[src/rtl/core/gof3_pkg.sv]
`timescale 1ns / 1ps
// ----------------------------------------------------------------------------
// gof3_pkg: shared types and constants
// Operand width, stream packing widths and the control and status bundles
// passed between the sequencer and the gcd unit.
// ----------------------------------------------------------------------------
package gof3_pkg;

    localparam int VALUE_BITS = 31;
    localparam int SHIFT_BITS = $clog2(VALUE_BITS);
    localparam int IN_BITS    = ((3 * VALUE_BITS + 7) / 8) * 8;
    localparam int OUT_BITS   = ((VALUE_BITS + 7) / 8) * 8;

    typedef logic [VALUE_BITS-1:0] t_value;

    typedef struct packed {
        logic   start;
        t_value op_a;
        t_value op_b;
    } t_gcd_ctrl;

    typedef struct packed {
        logic   done;
        t_value result;
    } t_gcd_stat;

endpackage

[src/rtl/core/gof3_gcd_unit.sv]
`timescale 1ns / 1ps
// ----------------------------------------------------------------------------
// gof3_gcd_unit: iterative binary gcd of two nonzero operands
// One compare and subtract with a one-bit shift per cycle; common factors of
// two are stripped first and restored by a final shift.
// ----------------------------------------------------------------------------
module gof3_gcd_unit (
    input  logic                  i_clk,
    input  logic                  i_rst_n,
    input  gof3_pkg::t_gcd_ctrl   i_ctrl,
    output gof3_pkg::t_gcd_stat   o_stat
);
    import gof3_pkg::*;

    typedef enum logic [1:0] {
        S_IDLE,
        S_ALIGN,
        S_REDUCE
    } t_state;

    t_state               r_state, n_state;
    t_value               r_a, n_a;
    t_value               r_b, n_b;
    logic [SHIFT_BITS-1:0] r_k, n_k;
    logic                 r_done, n_done;
    t_value               r_result, n_result;

    t_value               w_big;
    t_value               w_little;
    t_value               w_diff;
    logic                 w_a_less;

    assign w_a_less = (r_a < r_b);
    assign w_big    = w_a_less ? r_b : r_a;
    assign w_little = w_a_less ? r_a : r_b;
    assign w_diff   = w_big - w_little;

    always_comb begin
        n_state  = r_state;
        n_a      = r_a;
        n_b      = r_b;
        n_k      = r_k;
        n_done   = 1'b0;
        n_result = r_result;
        unique case (r_state)
            S_IDLE: begin
                if (i_ctrl.start) begin
                    n_a     = i_ctrl.op_a;
                    n_b     = i_ctrl.op_b;
                    n_k     = '0;
                    n_state = S_ALIGN;
                end
            end
            S_ALIGN: begin
                // strip common factors of two
                if (!r_a[0] && !r_b[0]) begin
                    n_a = r_a >> 1;
                    n_b = r_b >> 1;
                    n_k = r_k + 1'b1;
                end else begin
                    n_state = S_REDUCE;
                end
            end
            S_REDUCE: begin
                if (r_a == r_b) begin
                    n_result = r_a << r_k;
                    n_done   = 1'b1;
                    n_state  = S_IDLE;
                end else if (!r_a[0]) begin
                    n_a = r_a >> 1;
                end else if (!r_b[0]) begin
                    n_b = r_b >> 1;
                end else if (w_a_less) begin
                    n_b = w_diff >> 1;
                end else begin
                    n_a = w_diff >> 1;
                end
            end
            default: n_state = S_IDLE;
        endcase
    end

    always_ff @(posedge i_clk) begin
        if (!i_rst_n) begin
            r_state <= S_IDLE;
            r_done  <= 1'b0;
        end else begin
            r_state <= n_state;
            r_done  <= n_done;
        end
        r_a      <= n_a;
        r_b      <= n_b;
        r_k      <= n_k;
        r_result <= n_result;
    end

    assign o_stat.done   = r_done;
    assign o_stat.result = r_result;

endmodule

[src/rtl/core/gcd_of_three.sv]
`timescale 1ns / 1ps
// ----------------------------------------------------------------------------
// gcd_of_three: greatest common divisor of three operands
// Sequencer running the shared binary gcd unit twice: first on the first two
// operands, then on that result and the third operand.
// ----------------------------------------------------------------------------
// Usage:
//   input stream : one transaction carries the three operands in i_s_tdata.
//   output stream: one transaction per input carries the divisor in o_m_tdata.
//   if any operand is 0 or 1 the divisor is 1; it is set in r_res and then
//   loaded into the output register once that register is free.
//   otherwise each pair pass runs on the gcd unit, which first strips the
//   common factors of two and then runs shift/subtract steps until both
//   operands match; the second pass starts when the first is done, and its
//   result goes through r_res into the output register.
//   o_s_tready is high only while no item is in work, so one item at a time.
//   the result sits in an output register; the next input is taken while it
//   waits, and a finished result waits in the sequencer until the receiver
//   takes the previous one.
//   reset (synchronous, active low) drops any item in work and empties the
//   output register.
// ----------------------------------------------------------------------------
module gcd_of_three (
    input  logic                          i_clk,
    input  logic                          i_rst_n,
    input  logic                          i_s_tvalid,
    output logic                          o_s_tready,
    // first_value, second_value, third_value, zero padding
    input  logic [gof3_pkg::IN_BITS-1:0]  i_s_tdata,
    output logic                          o_m_tvalid,
    input  logic                          i_m_tready,
    // divisor, zero padding
    output logic [gof3_pkg::OUT_BITS-1:0] o_m_tdata
);
    import gof3_pkg::*;

    typedef enum logic [1:0] {
        S_IDLE,
        S_PAIR1,
        S_PAIR2,
        S_DELIVER
    } t_state;

    t_state    r_state;
    t_value    r_third;
    t_value    r_res;
    t_value    r_out;
    logic      r_out_valid;

    t_value    w_first;
    t_value    w_second;
    t_value    w_third;
    logic      w_accept;
    logic      w_trivial;
    logic      w_load_out;
    t_gcd_ctrl w_ctrl;
    t_gcd_stat w_stat;

    assign w_first   = i_s_tdata[VALUE_BITS-1:0];
    assign w_second  = i_s_tdata[2*VALUE_BITS-1:VALUE_BITS];
    assign w_third   = i_s_tdata[3*VALUE_BITS-1:2*VALUE_BITS];
    assign w_accept  = i_s_tvalid && o_s_tready;
    assign w_trivial = (w_first <= t_value'(1)) || (w_second <= t_value'(1))
                    || (w_third <= t_value'(1));
    assign w_load_out = (r_state == S_DELIVER) && (!r_out_valid || i_m_tready);

    always_comb begin
        w_ctrl.start = 1'b0;
        w_ctrl.op_a  = w_first;
        w_ctrl.op_b  = w_second;
        if (r_state == S_IDLE) begin
            w_ctrl.start = w_accept && !w_trivial;
        end else if (r_state == S_PAIR1) begin
            w_ctrl.start = w_stat.done;
            w_ctrl.op_a  = w_stat.result;
            w_ctrl.op_b  = r_third;
        end
    end

    gof3_gcd_unit u_gcd (
        .i_clk   (i_clk),
        .i_rst_n (i_rst_n),
        .i_ctrl  (w_ctrl),
        .o_stat  (w_stat)
    );

    always_ff @(posedge i_clk) begin
        if (!i_rst_n) begin
            r_state     <= S_IDLE;
            r_out_valid <= 1'b0;
        end else begin
            if (w_load_out) begin
                r_out_valid <= 1'b1;
            end else if (i_m_tready) begin
                r_out_valid <= 1'b0;
            end
            unique case (r_state)
                S_IDLE: begin
                    if (w_accept) begin
                        r_third <= w_third;
                        if (w_trivial) begin
                            r_res   <= t_value'(1);
                            r_state <= S_DELIVER;
                        end else begin
                            r_state <= S_PAIR1;
                        end
                    end
                end
                S_PAIR1: begin
                    if (w_stat.done) begin
                        r_state <= S_PAIR2;
                    end
                end
                S_PAIR2: begin
                    if (w_stat.done) begin
                        r_res   <= w_stat.result;
                        r_state <= S_DELIVER;
                    end
                end
                S_DELIVER: begin
                    if (w_load_out) begin
                        r_state <= S_IDLE;
                    end
                end
                default: r_state <= S_IDLE;
            endcase
        end
        if (w_load_out) begin
            r_out <= r_res;
        end
    end

    assign o_s_tready = (r_state == S_IDLE);
    assign o_m_tvalid = r_out_valid;
    assign o_m_tdata  = OUT_BITS'(r_out);

endmodule
[config.mk]
export PLATFORM = sky130hd
export DESIGN_NAME = gcd_of_three
export DESIGN_NICKNAME = d
export VERILOG_FILES = /design/src/rtl/core/gof3_pkg.sv /design/src/rtl/core/gof3_gcd_unit.sv /design/src/rtl/core/gcd_of_three.sv
export SDC_FILE = /design/constraint.sdc
export NUM_CORES = 1
export LEC_CHECK = 0
export BUFFER_PORTS_ARGS = -buffer_cell sky130_fd_sc_hd__clkbuf_2
export CELL_PAD_IN_SITES_DETAIL_PLACEMENT = 0
export CELL_PAD_IN_SITES_GLOBAL_PLACEMENT = 1
export CORE_UTILIZATION = 42
export CTS_CLUSTER_DIAMETER = 30
export DETAILED_ROUTE_END_ITERATION = 7
export PLACE_DENSITY_LB_ADDON = 0.15
export SYNTH_ARGS = -nofsm -noshare
export SYNTH_HDL_FRONTEND = slang
export SYNTH_SLANG_ARGS = --single-unit
[constraint.sdc]
create_clock -name i_clk -period 5.15 [get_ports i_clk]
set_clock_uncertainty 0.2 [all_clocks]
set_input_delay 1.2875 -clock i_clk [delete_from_list [all_inputs] [get_ports i_clk]]
set_output_delay 1.2875 -clock i_clk [all_outputs]
set_load 0.05 [all_outputs]
==> out/results.txt <==
The run gives 1 as the number of antenna violations at the first check in global routing. The min-delay analysis places its worst path in the category flip-flop to flip-flop. For this run, the top clock speed supported by timing is 201 MHz. During synthesis, Yosys emitted a total of 0 warnings.

Standard cell area after detailed placement: 14,700 um2. The number of sinks on the clock net is 197. Sequential elements use 45.6% of the synthesized area. The synthesized design spends more area on one cell type than any other, namely edfxtp_1. Dividing the detail-routed wire length by the instance count gives 23.3 um. After synthesis the netlist holds a flip-flop and latch count of 197. The initial cell density of the core was 43.0%; the share of the clock period used by the worst path after layout was 96.5%.

For this run, the detailed router's first-pass iteration total came to 5. Along the worst path, the maximum fanout reaches 7. Across the run, the number of max-cap violations was 0.

In this run the biggest area consumer among cell types represents 44.7% of the synthesized area. Remaining global-route overflow: 0. The synthesized instance count is 1,297.

The run gives 964 as the DRC violation total after the first TritonRoute iteration. Counting along the longest clock path gives a buffer depth of 2. The HPWL after detailed placement is 34.4 mm. The kind of critical path was flip-flop to flip-flop. Clock latency on the worst-skew pair, taken at its later pin, is 460 ps.

Global routing used 28.6% of the available tracks across all layers. The worst slew margin relative to its limit is 29.2%, and the total negative slack is 0 ps. The number of endpoints failing setup at the final stage came out at 0. With fillers left out, the area of the finished cells amounts to 15,400 um2.

Fraction of synthesis flops using an asynchronous set or reset pin: 0%. The critical path capture point type is a flip-flop. The library cell used most frequently in the layout, excluding fill and tap cells, is edfxtp_1. The library cells used most frequently in the layout, excluding fill and tap cells, are edfxtp_1, buf_4, clkbuf_2. Entering global routing, the biggest net connects 66 pins. The post-synthesis area per instance came out at 9.90 um2.

The core region is 29,900 um2. Port buffering added 129 buffers. The number of nets still failing antenna checks after routing is 0. At the worst endpoint, the required time is 5150 ps. After detailed routing, the number of remaining DRC violations is 0. The number of clock buffers added by TritonCTS is 17.

TritonCTS built the clock tree. The root buffer cell chosen for the clock tree is clkbuf_16. Dividing the detail-routed via count by the number of cells gives 5.83. The net total in the final layout is 1,636, and the floorplan die height is 177 um. The smallest clock period supported by the final layout is computed as 4970 ps. The die covers 31,300 um2. The level count of the clock H-tree is 4. The synthesized netlist contains 81 unique library cells. Routability-driven placement finished with a final weighted congestion of 0.914. The logs give 10,600 for the via count of the first global-routing pass and 0 for the number of buffers inserted for hold repair after clock tree synthesis. The die is 177 um wide. After synthesis, the cell types taking the most area are edfxtp_1, mux2i_1, a21oi_1, ha_1, nor2_1.

The actual transition at the worst max-transition pin is 1060 ps. The run gives 0 as the number of hold violations in the final report. In the final layout, the share of cells above drive strength 1 is 23.8%. Setup repair after global routing left no endpoint under its margin.

For the cell row count, the log shows 63. The run finished with clean final reports. The tools report the startpoint type of the worst setup path as a flip-flop.

The data arrival time of the worst path is 4970 ps. Once layout is complete, the cells apart from fillers number 1,898. Summed over all layers, the routed wires come to 44.3 mm.

Counting flops with a built-in enable in the synthesized netlist gives 191. Summing every instance area after synthesis gives 12,800 um2. The count of final max-slew check failures is 0. The run gives 179 ps as the worst-case setup margin in the final layout.

The placement-stage worst setup slack came out at 23.6 ps. The post-synthesis net count was 1,439. The logs give 64.8 mm for the first-pass GRT wire length and 11,100 for the via count of the routed design. The instance count after placement with tap cells included is 1,864, and the clock-pin slew of the registers on the worst-case setup and hold paths is 90 ps.

For this design the top-level I/O count stands at 134. From synthesis to final layout, the design area changed by 20.1%. Most common flop cell mapped by yosys: edfxtp_1.
layer usage:
layer / GRT usage, % / up-vias / part of all wire, %
met5: 0 / - / 0
met1: 38.6 / 5264 / 44
li1: - / 5257 / -
met2: 44.8 / 481 / 45
met3: 5.30 / 67 / 7.3
met4: 12.1 / 0 / 3.5
final cells by class:
class	instances	area, um2
flip-flops and latches	197	5860
multi-input cells	953	6500
clock buffers	17	425
well taps	390	488
fillers	2756	14500
inverters	57	214
repair buffers	268	1700
diodes	1	2.50
clock inverters	15	236
Yosys cell counts, types with 3 or more instances:
library cell / n
a311oi_1: 3
a211o_1: 3
a211oi_1: 47
xnor2_1: 18
and4_1: 3
mux4_2: 9
a31oi_1: 15
nand3_1: 32
dfxtp_1: 6
nand2_1: 93
o211ai_1: 15
and2_1: 37
o21ai_1: 16
nor4_1: 23
nand2b_1: 11
inv_1: 54
nand4_1: 14
nor2_1: 100
xor2_1: 13
nor3_1: 12
a21oi_1: 111
buf_1: 13
o21ai_0: 45
a221oi_1: 4
o21bai_1: 4
buf_2: 16
mux2i_1: 66
mux2_2: 14
o22ai_1: 22
a22oi_1: 39
buf_4: 6
ha_1: 42
and3_1: 8
a21o_1: 17
edfxtp_1: 191
or3_1: 7
nor2b_1: 59
o221ai_1: 4
clkbuf_1: 55
what timing repair did:
action	in CTS	in global routing
pin swaps	1	4
gates resized for setup	1	7
endpoints found under the setup margin	1	13
buffers inserted	0	1
sequential cells by signal, indices dropped and copies added (netlist names):
name	cells
o_m_tvalid	1
r_out	31
r_res	31
r_state	2
r_third	31
u_gcd.r_a	31
u_gcd.r_b	31
u_gcd.r_done	1
u_gcd.r_k	5
u_gcd.r_result	31
u_gcd.r_state	2
logic make-up (layout without fill, tap and decap cells):
group           after synthesis  after routing  synth area share [%]
simple gates                410            410                  16.1
compound gates              378            378                  19.3
flops                       197            197                  45.6
buf+inv                     147            357                  4.63
mux                          91             91                  8.15
fa+ha+maj                    42             42                  4.09
xor+xnor                     31             31                  2.11
other cells                   1              2                0.0292
final timing paths:
kind                               startpoint       endpoint  slack, ps  depth (start not counted)
worst max-delay path            u_gcd.r_b[10]  u_gcd.r_b[25]        180                         20
worst min-delay path                 r_res[7]       r_out[7]        220                          0
worst max register to register  u_gcd.r_b[10]  u_gcd.r_b[25]        180                         20
worst min register to register       r_res[7]       r_out[7]        220                          0
worst max-delay path, stage by stage, from the launching register on:
cell,delay [ps]
edfxtp_1,410
inv_1,120
ha_1,270
buf_4,190
a21oi_2,150
o21ai_1,120
a221oi_2,460
a21oi_2,140
o21ai_2,190
a22oi_1,120
ha_1,200
a211o_1,240
o311a_1,390
o21ai_2,200
a21oi_2,120
o311ai_4,370
buf_4,180
nand3_1,80
a41oi_2,210
xnor2_1,160
a21o_1,210
per-stage QoR:
| stage | hold slack, ps | utilization [%] |
|---|---|---|
| after CTS | 222 | 51.5 |
| final | 221 | 51.6 |
| after global placement | 203 | 49.2 |
| after global routing | 228 | 51.6 |
| after detailed placement | 205 | 49.2 |
| after floorplan | 200 | - |
Power is left out: the tool's default activity adds up to more than one toggle a clock period on the data nets, which glitch-free logic cannot reach.
